===== config.mk =====
export PLATFORM = sky130hd
export DESIGN_NAME = msgpack_value_encoder_top
export DESIGN_NICKNAME = d
export VERILOG_FILES = /design/src/hw/rtl/msgpk_pkg.sv /design/src/hw/rtl/msgpk_front.sv /design/src/hw/rtl/msgpk_fifo.sv /design/src/hw/rtl/msgpk_back.sv /design/src/hw/rtl/msgpack_value_encoder_top.sv
export SDC_FILE = /design/constraint.sdc
export NUM_CORES = 1
export LEC_CHECK = 0
export ABC_CLOCK_PERIOD_IN_PS = 4600
export BUFFER_PORTS_ARGS = -buffer_cell sky130_fd_sc_hd__buf_2
export CAP_MARGIN = 20
export CORE_ASPECT_RATIO = 1.5
export CORE_MARGIN = 3
export CORE_UTILIZATION = 30
export DETAILED_ROUTE_END_ITERATION = 7
export PLACE_DENSITY = 0.48
export SKIP_LAST_GASP = 1
export SLEW_MARGIN = 20
export SYNTH_ARGS = -nofsm -noshare
export SYNTH_HDL_FRONTEND = slang
export SYNTH_HIERARCHICAL = 1
export SYNTH_SLANG_ARGS = --single-unit

===== constraint.sdc =====
create_clock -name clk_i -period 4.6 [get_ports clk_i]
set_input_delay 1.15 -clock clk_i [delete_from_list [all_inputs] [get_ports clk_i]]
set_output_delay 1.15 -clock clk_i [all_outputs]
set_load 0.01 [all_outputs]

===== src/hw/rtl/msgpk_pkg.sv =====
// MessagePack encoder package: command codes, format bytes and the
// queue entry type shared by the front, queue and back modules.
`timescale 1ns / 1ps
`default_nettype none
package msgpk_pkg;

  // Command codes carried on cmd_i
  typedef enum logic [3:0] {
    CMD_NIL   = 4'd0,
    CMD_BOOL  = 4'd1,
    CMD_UINT  = 4'd2,
    CMD_SINT  = 4'd3,
    CMD_F32   = 4'd4,
    CMD_STR   = 4'd5,
    CMD_ARRAY = 4'd6,
    CMD_MAP   = 4'd7,
    CMD_RAW   = 4'd8
  } cmd_e;

  // Format bytes
  localparam logic [7:0] FMT_NIL     = 8'hc0;
  localparam logic [7:0] FMT_FALSE   = 8'hc2;
  localparam logic [7:0] FMT_TRUE    = 8'hc3;
  localparam logic [7:0] FMT_F32     = 8'hca;
  localparam logic [7:0] FMT_UINT8   = 8'hcc;
  localparam logic [7:0] FMT_UINT16  = 8'hcd;
  localparam logic [7:0] FMT_UINT32  = 8'hce;
  localparam logic [7:0] FMT_UINT64  = 8'hcf;
  localparam logic [7:0] FMT_INT8    = 8'hd0;
  localparam logic [7:0] FMT_INT16   = 8'hd1;
  localparam logic [7:0] FMT_INT32   = 8'hd2;
  localparam logic [7:0] FMT_INT64   = 8'hd3;
  localparam logic [7:0] FMT_STR8    = 8'hd9;
  localparam logic [7:0] FMT_STR16   = 8'hda;
  localparam logic [7:0] FMT_STR32   = 8'hdb;
  localparam logic [7:0] FMT_ARRAY16 = 8'hdc;
  localparam logic [7:0] FMT_ARRAY32 = 8'hdd;
  localparam logic [7:0] FMT_MAP16   = 8'hde;
  localparam logic [7:0] FMT_MAP32   = 8'hdf;
  localparam logic [7:0] FIX_STR     = 8'ha0;
  localparam logic [7:0] FIX_ARRAY   = 8'h90;
  localparam logic [7:0] FIX_MAP     = 8'h80;

  // Queue depth between front and back
  localparam int unsigned QDepth = 2;

  // One classified item: format byte, payload byte count (0..8) and the
  // payload left-aligned so the next byte to send is always [63:56]
  typedef struct packed {
    logic [7:0]  fmt;
    logic [3:0]  cnt;
    logic [63:0] data;
  } entry_t;

endpackage
`default_nettype wire


===== src/hw/rtl/msgpk_front.sv =====
// Front end of the MessagePack encoder: classifies one command into a
// format byte plus left-aligned payload. Depends on msgpk_pkg.
`timescale 1ns / 1ps
`default_nettype none
module msgpk_front (
  input  wire logic              take_i,
  input  wire logic [3:0]        cmd_i,
  input  wire logic [63:0]       value_i,
  output msgpk_pkg::entry_t      entry_o,
  output logic                   push_o
);

  logic [63:0] v;
  logic        le_7f, le_ff, le_ffff, le_ffffffff;
  logic        ge_m32, ge_m128, ge_m32k, ge_m2g;
  logic        le_31, le_15;

  assign v = value_i;

  // Range compares on the operand
  always_comb begin
    le_7f       = (v[63:7] == '0);
    le_ff       = (v[63:8] == '0);
    le_ffff     = (v[63:16] == '0);
    le_ffffffff = (v[63:32] == '0);
    le_31       = (v[63:5] == '0);
    le_15       = (v[63:4] == '0);
    ge_m32      = (v[63:5] == '1);
    ge_m128     = (v[63:7] == '1);
    ge_m32k     = (v[63:15] == '1);
    ge_m2g      = (v[63:31] == '1);
  end

  // Pick the smallest form
  always_comb begin
    entry_o = '{fmt: 8'h00, cnt: 4'd0, data: 64'h0};
    push_o  = take_i;
    unique case (cmd_i)
      msgpk_pkg::CMD_NIL:  entry_o.fmt = msgpk_pkg::FMT_NIL;
      msgpk_pkg::CMD_BOOL: entry_o.fmt = (v != '0) ? msgpk_pkg::FMT_TRUE
                                                   : msgpk_pkg::FMT_FALSE;
      msgpk_pkg::CMD_UINT, msgpk_pkg::CMD_SINT: begin
        if (!v[63] || cmd_i == msgpk_pkg::CMD_UINT) begin
          if (le_7f) begin
            entry_o.fmt = v[7:0];
          end else if (le_ff) begin
            entry_o = '{fmt: msgpk_pkg::FMT_UINT8, cnt: 4'd1, data: {v[7:0], 56'h0}};
          end else if (le_ffff) begin
            entry_o = '{fmt: msgpk_pkg::FMT_UINT16, cnt: 4'd2, data: {v[15:0], 48'h0}};
          end else if (le_ffffffff) begin
            entry_o = '{fmt: msgpk_pkg::FMT_UINT32, cnt: 4'd4, data: {v[31:0], 32'h0}};
          end else begin
            entry_o = '{fmt: msgpk_pkg::FMT_UINT64, cnt: 4'd8, data: v};
          end
        end else begin
          if (ge_m32) begin
            entry_o.fmt = v[7:0];
          end else if (ge_m128) begin
            entry_o = '{fmt: msgpk_pkg::FMT_INT8, cnt: 4'd1, data: {v[7:0], 56'h0}};
          end else if (ge_m32k) begin
            entry_o = '{fmt: msgpk_pkg::FMT_INT16, cnt: 4'd2, data: {v[15:0], 48'h0}};
          end else if (ge_m2g) begin
            entry_o = '{fmt: msgpk_pkg::FMT_INT32, cnt: 4'd4, data: {v[31:0], 32'h0}};
          end else begin
            entry_o = '{fmt: msgpk_pkg::FMT_INT64, cnt: 4'd8, data: v};
          end
        end
      end
      msgpk_pkg::CMD_F32:
        entry_o = '{fmt: msgpk_pkg::FMT_F32, cnt: 4'd4, data: {v[31:0], 32'h0}};
      msgpk_pkg::CMD_STR: begin
        if (le_31) begin
          entry_o.fmt = msgpk_pkg::FIX_STR | {3'b000, v[4:0]};
        end else if (le_ff) begin
          entry_o = '{fmt: msgpk_pkg::FMT_STR8, cnt: 4'd1, data: {v[7:0], 56'h0}};
        end else if (le_ffff) begin
          entry_o = '{fmt: msgpk_pkg::FMT_STR16, cnt: 4'd2, data: {v[15:0], 48'h0}};
        end else begin
          entry_o = '{fmt: msgpk_pkg::FMT_STR32, cnt: 4'd4, data: {v[31:0], 32'h0}};
        end
      end
      msgpk_pkg::CMD_ARRAY, msgpk_pkg::CMD_MAP: begin
        if (le_15) begin
          entry_o.fmt = ((cmd_i == msgpk_pkg::CMD_ARRAY) ? msgpk_pkg::FIX_ARRAY
                                                        : msgpk_pkg::FIX_MAP)
                        | {4'h0, v[3:0]};
        end else if (le_ffff) begin
          entry_o.fmt  = (cmd_i == msgpk_pkg::CMD_ARRAY) ? msgpk_pkg::FMT_ARRAY16
                                                         : msgpk_pkg::FMT_MAP16;
          entry_o.cnt  = 4'd2;
          entry_o.data = {v[15:0], 48'h0};
        end else begin
          entry_o.fmt  = (cmd_i == msgpk_pkg::CMD_ARRAY) ? msgpk_pkg::FMT_ARRAY32
                                                         : msgpk_pkg::FMT_MAP32;
          entry_o.cnt  = 4'd4;
          entry_o.data = {v[31:0], 32'h0};
        end
      end
      msgpk_pkg::CMD_RAW:  entry_o.fmt = v[7:0];
      // unused command codes produce nothing
      default:             push_o = 1'b0;
    endcase
  end

endmodule
`default_nettype wire


===== src/hw/rtl/msgpk_fifo.sv =====
// Short queue of classified items between the encoder front and back.
// Depends on msgpk_pkg for the entry type and depth.
`timescale 1ns / 1ps
`default_nettype none
module msgpk_fifo (
  input  wire logic              clk_i,
  input  wire logic              rst_ni,
  input  wire logic              push_i,
  input  wire msgpk_pkg::entry_t entry_i,
  input  wire logic              pop_i,
  output msgpk_pkg::entry_t      entry_o,
  output logic                   empty_o,
  output logic                   full_o
);

  localparam int unsigned PtrW = $clog2(msgpk_pkg::QDepth);
  localparam int unsigned CntW = $clog2(msgpk_pkg::QDepth + 1);

  msgpk_pkg::entry_t    mem_q [msgpk_pkg::QDepth];
  logic [PtrW-1:0]      wr_ptr_q, wr_ptr_d;
  logic [PtrW-1:0]      rd_ptr_q, rd_ptr_d;
  logic [CntW-1:0]      cnt_q, cnt_d;
  logic                 do_push, do_pop;

  assign empty_o = (cnt_q == '0);
  assign full_o  = (cnt_q == CntW'(msgpk_pkg::QDepth));
  assign entry_o = mem_q[rd_ptr_q];
  assign do_push = push_i && !full_o;
  assign do_pop  = pop_i && !empty_o;

  // Pointer and fill count update, wrapping at the depth
  always_comb begin
    wr_ptr_d = wr_ptr_q;
    rd_ptr_d = rd_ptr_q;
    cnt_d    = cnt_q;
    if (do_push) begin
      wr_ptr_d = (wr_ptr_q == PtrW'(msgpk_pkg::QDepth - 1)) ? '0 : wr_ptr_q + 1'b1;
    end
    if (do_pop) begin
      rd_ptr_d = (rd_ptr_q == PtrW'(msgpk_pkg::QDepth - 1)) ? '0 : rd_ptr_q + 1'b1;
    end
    if (do_push && !do_pop) begin
      cnt_d = cnt_q + 1'b1;
    end else if (do_pop && !do_push) begin
      cnt_d = cnt_q - 1'b1;
    end
  end

  always_ff @(posedge clk_i or negedge rst_ni) begin
    if (!rst_ni) begin
      wr_ptr_q <= '0;
      rd_ptr_q <= '0;
      cnt_q    <= '0;
    end else begin
      wr_ptr_q <= wr_ptr_d;
      rd_ptr_q <= rd_ptr_d;
      cnt_q    <= cnt_d;
    end
  end

  // Storage, no reset needed
  always_ff @(posedge clk_i) begin
    if (do_push) begin
      mem_q[wr_ptr_q] <= entry_i;
    end
  end

endmodule
`default_nettype wire


===== src/hw/rtl/msgpk_back.sv =====
// Back end of the MessagePack encoder: serializes one queued item per
// format byte plus payload, one byte per cycle. Depends on msgpk_pkg.
`timescale 1ns / 1ps
`default_nettype none
module msgpk_back (
  input  wire logic              clk_i,
  input  wire logic              rst_ni,
  input  wire msgpk_pkg::entry_t entry_i,
  input  wire logic              empty_i,
  output logic                   pop_o,
  output logic [7:0]             out_byte_o,
  output logic                   last_o,
  output logic                   out_valid_o
);

  logic [3:0]  cnt_q, cnt_d;
  logic [63:0] data_q, data_d;
  logic [7:0]  byte_q, byte_d;
  logic        last_q, last_d;
  logic        valid_q, valid_d;

  // Start a new item only when the current payload is fully sent
  assign pop_o = (cnt_q == 4'd0) && !empty_i;

  always_comb begin
    cnt_d   = cnt_q;
    data_d  = data_q;
    byte_d  = byte_q;
    last_d  = 1'b0;
    valid_d = 1'b0;
    if (cnt_q != 4'd0) begin
      // next payload byte, most significant first
      byte_d  = data_q[63:56];
      data_d  = {data_q[55:0], 8'h00};
      cnt_d   = cnt_q - 4'd1;
      last_d  = (cnt_q == 4'd1);
      valid_d = 1'b1;
    end else if (pop_o) begin
      // format byte of the next item
      byte_d  = entry_i.fmt;
      data_d  = entry_i.data;
      cnt_d   = entry_i.cnt;
      last_d  = (entry_i.cnt == 4'd0);
      valid_d = 1'b1;
    end
  end

  always_ff @(posedge clk_i or negedge rst_ni) begin
    if (!rst_ni) begin
      cnt_q   <= 4'd0;
      valid_q <= 1'b0;
      last_q  <= 1'b0;
    end else begin
      cnt_q   <= cnt_d;
      valid_q <= valid_d;
      last_q  <= last_d;
    end
  end

  always_ff @(posedge clk_i) begin
    data_q <= data_d;
    byte_q <= byte_d;
  end

  assign out_byte_o  = byte_q;
  assign last_o      = last_q;
  assign out_valid_o = valid_q;

endmodule
`default_nettype wire


===== src/hw/rtl/msgpack_value_encoder_top.sv =====
// MessagePack value encoder. An item is registered in the queue and each of
// its bytes in the byte-wide serializer's output register; the bytes of an
// item leave one byte per cycle: the format byte plus up to 8 payload bytes.
// A two-entry queue lets commands keep arriving while bytes drain; busy
// is high only when the queue is full. Unused commands produce no bytes.
// Asynchronous active-low reset empties the queue and the serializer.
`timescale 1ns / 1ps
`default_nettype none
module msgpack_value_encoder_top (
  input  wire logic        clk_i,
  input  wire logic        rst_ni,
  input  wire logic        start,
  output logic             busy,
  input  wire logic [3:0]  cmd_i,
  input  wire logic [63:0] value_i,
  output logic [7:0]       out_byte_o,
  output logic             last_o,
  output logic             out_valid_o
);

  msgpk_pkg::entry_t front_entry, queue_entry;
  logic              push, pop, q_empty, q_full;

  assign busy = q_full;

  msgpk_front u_front (
    .take_i  (start && !busy),
    .cmd_i   (cmd_i),
    .value_i (value_i),
    .entry_o (front_entry),
    .push_o  (push)
  );

  msgpk_fifo u_fifo (
    .clk_i   (clk_i),
    .rst_ni  (rst_ni),
    .push_i  (push),
    .entry_i (front_entry),
    .pop_i   (pop),
    .entry_o (queue_entry),
    .empty_o (q_empty),
    .full_o  (q_full)
  );

  msgpk_back u_back (
    .clk_i       (clk_i),
    .rst_ni      (rst_ni),
    .entry_i     (queue_entry),
    .empty_i     (q_empty),
    .pop_o       (pop),
    .out_byte_o  (out_byte_o),
    .last_o      (last_o),
    .out_valid_o (out_valid_o)
  );

endmodule
`default_nettype wire


# [After elaboration in Yosys (flattened, before gate mapping)]
# Memories as Yosys holds them, arrays and structs flattened.
# Cells that the tools add are included.
[word_totals] ramBits=152 inputBits=71 regBits=82 mem_count=1 word_cells=100
[classes] reduce_logical=29 bitwise_logic=1 addsub=5 muxes=41 n_eq_ne=14
[memory_table] memory="u_fifo.mem_q" words=2 width=76 rd=1 rd_ports_with_merged_regs=0 write_ports=1 line_no="msgpk_fifo.sv:19" text="msgpk_pkg::entry_t mem_q [msgpk_pkg::QDepth];"
[op_table] op="$mux 76" n=4
[op_table] op="$mux 68" n=4
[op_table] op="$pmux 68 s4" n=1
[op_table] op="$mux 70" n=3
[op_table] op="$mux 69" n=3
[op_table] op="$mux 64" n=2
[op_table] op="$reduce_bool 64->1" n=1
[op_table] op="$logic_not 60->1" n=1
[op_table] op="$eq 59x59->1 const B" n=1
[op_table] op="$logic_not 59->1" n=1
[op_table] op="$eq 57x57->1 const B" n=1
[op_table] op="$logic_not 57->1" n=1
[op_table] op="$logic_not 56->1" n=1
[op_table] op="$pmux 8 s7" n=1
[op_table] op="$eq 49x49->1 const B" n=1
[op_table] op="$logic_not 48->1" n=1
[op_table] op="$mux 8" n=6
[op_table] op="$eq 33x33->1 const B" n=1
[op_table] op="$logic_not 32->1" n=1
[op_table] op="$eq 4x3->1 const B" n=4
[op_table] op="$logic_not 4->1" n=3
[op_table] op="$mux 1" n=10
[op_table] op="$reduce_or 9->1" n=1
[op_table] op="$eq 4x1->1 const B" n=2
[op_table] op="18 further kinds" n=35

# [Longest topological paths before layout]
# Gate-level depths: netlist of run 1.
[logic_depth] depth_word=9 ltp_mapped=12 mapped_depth_nobuf=10

# [By module]
# Netlist of run 1, hierarchy kept.
[by_module_without_submodules] mod="msgpk_fifo" area_per_inst_um2=5816.8 seq_area_each_um2=4664.5 n_inst=1 cells_each=256
[by_module_without_submodules] mod="msgpk_back" area_per_inst_um2=3694.8 seq_area_each_um2=2232.1 n_inst=1 cells_each=339
[by_module_without_submodules] mod="msgpk_front" area_per_inst_um2=2433.6 seq_area_each_um2=0.0 n_inst=1 cells_each=405
[by_module_without_submodules] mod="msgpack_value_encoder_top" area_per_inst_um2=13.8 seq_area_each_um2=0.0 n_inst=1 cells_each=1

# [Least setup slack after synthesis of run 1]
# OpenSTA, ideal clock, no wires.
[synth_path] path_kind="input to register" from="in cmd_i[0]" to="mem u_fifo/mem_q[0][0] (netlist bit) (enable)" arrival_time_ns=5.132 stages=5 n_path_buf=0 slack_ns=-1.042 setup_ns=0.511 path_cell_list="or2_2 o21ai_0 and2_1 nand2_1 nor2_1"
[synth_between] elab_chain_cells=6 elab_cells_between_ends=14 classes_between="8 x eq/ne; 3 x mux; 3 x reduce/logical"
[synth_rtl] item="start, declared" line_no="msgpack_value_encoder_top.sv:14" text="input wire logic [3:0] cmd_i,"
[synth_rtl] item="$eq 4x1->1, or another cell as far along" line_no="msgpk_front.sv:38" text="unique case (cmd_i)"
[synth_rtl] item="$reduce_or 9->1 (no line) (*)"
[synth_rtl] item="$mux 1 (*)" line_no="msgpk_front.sv:38"
[synth_rtl] item="via push" line_no="msgpack_value_encoder_top.sv:22" text="logic push, pop, q_empty, q_full;"
[synth_rtl] item="$logic_and 1x1->1 (*)" line_no="msgpk_fifo.sv:28" text="assign do_push = push_i && !full_o;"
[synth_rtl] item="$mux 1 (*)" line_no="msgpk_fifo.sv:63" text="if (do_push) begin"
[synth_rtl] item="$mux 1 (not written as such) (*)" line_no="msgpk_fifo.sv:64" text="mem_q[wr_ptr_q] <= entry_i;"
[synth_rtl] item="end, declared" line_no="msgpk_fifo.sv:19"
# The timed path passes the listed nets; every way through them passes the cells marked *.

==> results of run 1 <==
## worst max-delay path by stage
stage	start	slack (ps)	cells after the start	to
floorplan	cmd_i[0]	230	5	u_fifo/mem_q[0][0]
global placement	value_i[7]	220	8	u_fifo/mem_q[0][68]
detailed placement	value_i[7]	380	8	u_fifo/mem_q[0][68]
CTS	value_i[7]	920	8	u_fifo/mem_q[0][68]
global route	value_i[7]	810	8	u_fifo/mem_q[0][68]
finish	value_i[7]	690	8	u_fifo/mem_q[0][68]
## registers in the layout, indices dropped and copies added, names as in the netlist
name	count
u_fifo/wr_ptr_q	1
u_fifo/rd_ptr_q	1
u_fifo/cnt_q	2
u_back/out_byte_o	8
u_fifo/mem_q	152
u_back/cnt_q	4
u_back/out_valid_o	1
u_back/data_q	64
u_back/last_o	1
## power breakdown
group | switching, mW | internal, mW | total [mW] | leakage [nW]
logic | 1.04 | 0.842 | 1.89 | 2.28
clock network | 0.780 | 1.03 | 1.81 | 0.350
registers | 0.256 | 2.87 | 3.13 | 2.35
total | 2.08 | 4.75 | 6.83 | 4.98
## worst register-to-register path, delay by kind of cell, from the launching register on
family | cells | cell delay (ps)
adders and majority gates | 2 | 530
DFF | 1 | 410
and+or+nand+nor | 3 | 910
buffers and inverters | 1 | 100
AOI/OAI and AO/OA | 1 | 170
xor gates and xnor gates | 2 | 290
## layout make-up
type                       instances  area (sq um)  area share
multi-input combinational        692          4650       0.341
inverter                          12          45.0     0.00330
tap                              500           626      0.0459
sequential                       234          6900       0.506
clock inverter                    13           118     0.00862
timing repair buffer             114           703      0.0516
clock buffer                      28           594      0.0436
## metal layers
metal,share of wire,up-vias,global-route usage
li1,-,3924,-
met1,0.41,4262,0.234
met2,0.48,428,0.304
met4,0.048,0,0.0789
met5,0,-,0
met3,0.065,108,0.0273
## logic make-up after synthesis
kind of cell,after synthesis,share of synthesized area
xor+xnor,5,0.00366
buf+inv,75,0.0376
fa+ha+maj,3,0.00314
flops,234,0.577
mux,85,0.0885
simple gates,378,0.166
compound gates,221,0.124
## placed cells by master (no fill, tap or decap), types with 15 or more instances in the layout
master and n:
edfxtp_1 216, nand2_1 114, buf_2 81, nand2b_1 62, mux2_2 46, nor2_1 42
o21ai_1 42, o21ai_0 38, mux2_4 30, and2_1 30, buf_4 29, nand4_1 27
a21oi_1 25, nand3_1 25, clkbuf_16 23, o21ai_2 17, nor3_1 16, a22o_1 16
nor4_1 15
==> flow_summary.ini, run 1 <==
[synth]
synth_commonest_cells = 216 x edfxtp_1, 115 x nand2_1, 62 x nand2b_1
synth.top_cells.by_area = edfxtp_1 54%, mux2_2 4.3%, mux2_4 3.8%
synthArstFlopShare = 0.0427
synthDistinctLibCells = 81
synth-seq-area-share = 0.577
avgSynthCellArea_sq_um = 11.9
synth_edf_count = 216
synth_top_area_frac = 0.542
synth_cells = 1001
synth_ff_type = edfxtp_1
ys_warn_count = 6
syn-cell-area_sq_um = 12000
yosys.cell_count.top_type = edfxtp_1
synth_fp_nets = 1075
yosysTopAreaCell = edfxtp_1
synth-seq-cells = 234

[timing]
rsz0062_at_grt = false
period_minus_slack_ps = 3910
worst_slack_ps = 691
fmax_mhz = 256
hold_viol = 0
holdWs_ps = 490
tightest_slew_ps = 1120
setup_violations = 0
relSlewSlack = 0.248
drv_slew = 0
fin_skew_ps = 9.04
period_share = 0.850
tns_ps = 0

[route]
drt-wirelength-per-cell_microns = 24.6
drtPass1Iterations = 5
drc = 0
routed_wl_microns = 39200
viasPerCell = 5.48
first_iter_violations = 811
ant_nets = 0
vias = 8722

[final_layout]
drive_above_1_share = 0.244
fin_cells = 1593
area_growth_pct = 14.0
diodes = 0
final_util = 0.347
fillers = 3926
nNetsFinal = 1151
fin_area_sq_um = 13600

[worst_setup_path]
crit_buf_inv = 2
path_cells = buf_2, buf_4, nor4_1, nand3_1, or4_1, o311ai_1, a21o_1, nand4_1
endpoint_kind = register
reg2reg_to = u_fifo/cnt_q[1]
reg2regPathDepth = 9
cp_top_family = simple AND/OR/NAND/NOR gates
critical_path_class = input port to register
cp_data_arrival_time_ps = 4110
slowest_delay_ps = 920
cp_slowest_cell = nor4_1
r2r_start = u_back/cnt_q[0]
cp_max_fo = 11
required_ps = 4800
r2r_slack_ps = 2140
critPathLaunchType = input port

[hold_path]
hp-class = input port to async pin

[clock_tree]
cts.clk_slew.worst_paths_ps = 60
post_cts_buffers = 0
clk_latency_ps = 510
clock_path_buffers = 3
postCtsHoldBufs = 0
numClockSinks = 234
numCtsBuffers = 23
cts_resized = 0
cts_root_buffer = clkbuf_16
htree_levels = 1
cts_tree = yes

[global_routing]
track_usage = 0.182
overflow = 0
grt_pass1_wl_microns = 57900
grt_pass1_vias = 8888
antenna_found_initial = 0
grt_max_degree = 100

[pwr]
finalPower_mw = 6.83
power_density_nw_per_um2 = 501
peakVddDrop_mv = 0.227
p_leak_nw = 4.98

[status]
status = finished, final reports clean

[floorplan]
fp.dieArea_sq_um = 42300
start_util = 0.304
io_pins = 82
die_h_microns = 251
coreArea_sq_um = 39300
rows = 89
die_w_microns = 169

[placed_design]
place_hpwl_microns = 27400
gp_congestion = 0.993
io_buffers = 81
dp.cells = 1552
place_area_sq_um = 12900
dp_slack_ps = 379

[flow_run]
maxCapViolations = 0
Note: power is estimated with default switching activity, not from simulation.
==> run 2, diff against run 1 <==
- ABC_CLOCK_PERIOD_IN_PS: 4600 -> 3340
- clock period: 4.6 -> 3.34 ns (I/O delays scaled with it)
==> run 2 against run 1 <==
Non-clock buffer count increased by 97. First-iteration DRC count decreased by 12%. Sequential share of layout area decreased by 2.8 points. Wire length increased by 8.5%. Flip-flop and latch count unchanged. Critical path depth increased by 1. Clock skew increased by 7.7 ps. Critical path type unchanged.
==> flow_summary.ini, run 2 (synthesis results as in run 1) <==
[timing]
holdWs_ps = 174
fin_skew_ps = 16.7
rsz0062_at_grt = false
period_share = 0.854
period_minus_slack_ps = 2850
setup_violations = 0
tns_ps = 0
tightest_slew_ps = 1020
fmax_mhz = 351
relSlewSlack = 0.316
hold_viol = 0
drv_slew = 0

[final_layout]
multi_input_area_sq_um = 4650
largest_reg_flops = 152
diodes = 0
register_area_sq_um = 6900
final_common_cell = edfxtp_1
drive_above_1_share = 0.303
nNetsFinal = 1248
regMostFlops = u_fifo/mem_q
area_growth_pct = 20.6
final_util = 0.367
fillers = 3921
fin_area_sq_um = 14400
layout_common_cells = 216 x edfxtp_1, 120 x buf_4, 114 x nand2_1

[route]
ant_nets = 0
routed_wl_microns = 42500
drt-wirelength-per-cell_microns = 25.2
wl_met2_microns = 20800
wl_met1_microns = 17100
first_iter_violations = 713
top_layer = met4
dr_wl_met3_microns = 2070
drtPass1Iterations = 5
vias = 9044
viasPerCell = 5.35
drc = 0

[global_routing]
grt_max_degree = 91
grt_pass1_wl_microns = 62200
overflow = 0
antenna_found_initial = 0
track_usage = 0.198
grt_pass1_vias = 9303

[floorplan]
fp.dieArea_sq_um = 42300
die_w_microns = 169
start_util = 0.304
die_h_microns = 251
rows = 89
io_pins = 82
coreArea_sq_um = 39300

[clock_tree]
cts_tree = yes
numCtsBuffers = 23
post_cts_buffers = 0
cts.clk_slew.worst_paths_ps = 70
cts_root_buffer = clkbuf_16
postCtsHoldBufs = 0
cts_resized = 0
htree_levels = 1
clk_latency_ps = 520
clock_path_buffers = 3
numClockSinks = 234

[worst_setup_path]
required_ps = 3640
cp_max_fo = 6
cp_data_arrival_time_ps = 3160
crit_end = u_fifo/mem_q[0][73]
critical_path_class = input port to register
reg2regPathDepth = 9
r2r_slack_ps = 1020
critPathLaunchType = input port
reg2reg_to = u_fifo/cnt_q[1]
endpoint_kind = register
cp-startpoint = value_i[61]
r2r_start = u_back/cnt_q[1]

[placed_design]
io_buffers = 81
gp_congestion = 0.976
place_area_sq_um = 13700
place_hpwl_microns = 31800

[pwr]
peakVddDrop_mv = 0.341
p_seq_frac = 0.442
comb_power_share = 0.300
power.internal_mw = 6.61
power_density_nw_per_um2 = 661
p_leak_nw = 5.47
p_clk_frac = 0.257
power_switching_mw = 2.92
swShare = 0.307

[flow_run]
maxCapViolations = 0

[hold_path]
hp-class = input port to async pin

[status]
status = finished, final reports clean
==> run 2: cell types whose count changed in the layout (fill, tap and decap cells not counted), sizes merged <==
cell,change
clkinvlp,-1
inv,+1
bufinv,-1
clkbuf,+4
clkinv,-3
buf,+97
==> run 2: area by class of cell <==
cell class | instances | share of cell area
sequential | 234 | 0.478
multi-input combinational | 692 | 0.322
timing repair buffer | 211 | 0.104
clock buffer | 32 | 0.0436
tap | 500 | 0.0434
clock inverter | 9 | 0.00468
inverter | 12 | 0.00312
==> run 2: worst min-delay path by stage <==
stage | to | depth (start not counted) | startpoint
floorplan | u_back/data_q[0] | 2 | u_back/data_q[0]
global placement | u_back/data_q[0] | 2 | u_back/data_q[0]
detailed placement | u_back/data_q[3] | 2 | u_back/data_q[3]
global route | u_back/out_valid_o | 1 | rst_ni
finish | u_back/out_valid_o | 1 | rst_ni
CTS | u_back/out_valid_o | 1 | rst_ni
==> run 2: worst max-delay path, stage by stage <==
cell and delay (ps):
buf_2 110, buf_4 140, nor4_1 400, nand4_1 370
nor4_2 470, buf_4 210, a32o_1 280, a31oi_1 70
nor2_1 260
==> run 2: power groups by stage <==
stage          registers (mW)  logic (mW)  clock network, mW
6_report                 4.22        2.86               2.45
5_1_grt                  4.28        3.13               2.63
4_1_cts                  4.22        2.93               2.53
3_5_place_dp             4.28        2.92                  0
3_3_place_gp             4.26        2.90                  0
2_1_floorplan            4.18        2.09                  0
==> run 2: through the flow <==
step,cells,setup slack [ps],total power [mW]
2_1_floorplan,1001,123,6.27
3_3_place_gp,1649,45.2,7.17
3_5_place_dp,1649,26.5,7.19
4_1_cts,1690,552,9.68
5_1_grt,1690,355,10.0
6_report,1690,488,9.53
==> run 2: routing by layer <==
layer,up-vias,GRT usage
li1,4132,-
met1,4448,0.243
met2,344,0.340
met3,120,0.0243
met4,0,0.104
met5,-,0
==> run 3, diff against run 2 <==
- CORE_UTILIZATION: 30 -> 55
- PLACE_DENSITY: 0.48 -> 0.77
==> run 3 against run 2 <==
Setup slack got worse by 160 ps. Flip-flop and latch count did not move. First-iteration DRC count rose by 46%. Via count rose by 3.2%. Highest routed layer is now met5. Non-clock buffer count fell by 15.
==> flow_summary.ini, run 3 (synthesis results as in run 1) <==
[final_layout]
fin_cells = 1439
area_growth_pct = 16.9
final_common_cell = edfxtp_1
regMostFlops = u_fifo/mem_q
layout_common_cells = 216 x edfxtp_1, 114 x nand2_1, 107 x buf_4
drive_above_1_share = 0.297
largest_reg_flops = 152
nNetsFinal = 1230

[clock_tree]
cts.clk_slew.worst_paths_ps = 70
cts_tree = yes
clk_latency_ps = 500
numClockSinks = 234
numCtsBuffers = 20
cts_root_buffer = clkbuf_16
clock_path_buffers = 3
htree_levels = 1

[route]
viasPerCell = 6.49
first_iter_violations = 1040
drtPass1Iterations = 5
drt-wirelength-per-cell_microns = 27.9
vias = 9336
drc = 0
ant_nets = 0
routed_wl_microns = 40100

[timing]
period_share = 0.903
fmax_mhz = 332
tightest_slew_ps = 779
relSlewSlack = 0.481
tns_ps = 0
rsz0062_at_grt = false
hold_viol = 0
fin_skew_ps = 12.3
drv_slew = 0
setup_violations = 0
period_minus_slack_ps = 3020
holdWs_ps = 192

[global_routing]
met1_usage = 0.408
grt_pass1_vias = 9380
track_usage = 0.334
busiest_layer = met2
antenna_found_initial = 3
overflow = 0
grt_max_degree = 69
grt_use_met2 = 0.555
use_met3 = 0.0536
grt_pass1_wl_microns = 58800

[placed_design]
dp.cells = 1402
io_buffers = 81
place_hpwl_microns = 29000
gp_congestion = 1.13

[pwr]
p_leak_nw = 5.38
peakVddDrop_mv = 0.387
p_clk_frac = 0.252
comb_power_share = 0.292
power.internal_mw = 6.55
power_switching_mw = 2.89
finalPower_mw = 9.44
swShare = 0.306
p_seq_frac = 0.456
power_density_nw_per_um2 = 675

[worst_setup_path]
required_ps = 3550
cp_max_fo = 7
endpoint_kind = register
cp_data_arrival_time_ps = 3220
critPathLaunchType = input port
critical_path_class = input port to register

[status]
status = finished, final reports clean

[floorplan]
coreArea_sq_um = 21200
io_pins = 82
die_h_microns = 187
rows = 65
die_w_microns = 126
start_util = 0.563
fp.dieArea_sq_um = 23600

[flow_run]
maxCapViolations = 0

[hold_path]
hp-class = input port to async pin
[run 3: cell types whose count changed in the layout (fill, tap and decap cells not counted), moves of 2 or more]
cell	change
buf_12	-2
clkbuf_16	-2
buf_4	-13
clkbuf_1	-5
[run 3: through the flow]
step / utilization / cell area [sq um] / setup WS, ps
6_report: 0.658 / 14000 / 325
5_1_grt: 0.658 / 14000 / 357
4_1_cts: 0.658 / 14000 / 264
3_5_place_dp: 0.626 / 13300 / -255
3_3_place_gp: 0.626 / 13300 / -273
2_1_floorplan: - / 12000 / 123
[run 3: layer usage]
layer  vias to the layer above  part of all wire
li1                       4097                 -
met1                      4466              0.36
met2                       588              0.48
met3                       183             0.080
met4                         2             0.077
met5                         -           0.00027
[run 3: critical path, cell delays in order]
cell,delay [ps]
buf_2,140
nor4_1,530
nand4_1,170
buf_4,190
buf_4,140
o21ai_1,290
buf_4,180
nor2_2,70
buf_4,170
a22oi_1,320
nand3_1,170
[run 3: power groups by stage]
| stage | Sequential (mW) | Combinational (mW) | Clock [mW] |
|---|---|---|---|
| 6_report | 4.30 | 2.76 | 2.38 |
| 5_1_grt | 4.36 | 2.96 | 2.52 |
| 4_1_cts | 4.30 | 2.75 | 2.40 |
| 3_5_place_dp | 4.35 | 2.70 | 0 |
| 3_3_place_gp | 4.33 | 2.65 | 0 |
| 2_1_floorplan | 4.18 | 2.09 | 0 |
[run 3: final cells by class]
type                            instances  area [sq um]
Timing Repair Buffer                  196          1370
Sequential cell                       234          6900
Tap cell                              268           335
Inverter                               12          45.0
Clock buffer                           26           574
Antenna cell                            1          2.50
Fill cell                            1568          7250
Multi-Input combinational cell        692          4650
Clock inverter                         10          97.6
[run 3: final timing paths]
check	slack [ps]	from	to	depth (start not counted)
worst max-delay path	320	value_i[33]	u_fifo/mem_q[0][54]	11
worst min-delay path	190	rst_ni	u_fifo/wr_ptr_q	1
worst max register to register	910	u_back/cnt_q[0]	u_fifo/cnt_q[1]	9
worst min register to register	500	u_back/data_q[4]	u_back/data_q[4]	2
max in group asynchronous	2930	rst_ni	u_fifo/rd_ptr_q	1
min in group clk_i	500	u_back/data_q[4]	u_back/data_q[4]	2
[run 3: timing repair]
action / 4_1_cts / 5_1_grt
hold buffers: 0 / 0
setup buffers: 0 / 0
resized for setup: 0 / 1
endpoints found under the setup margin: 0 / 2
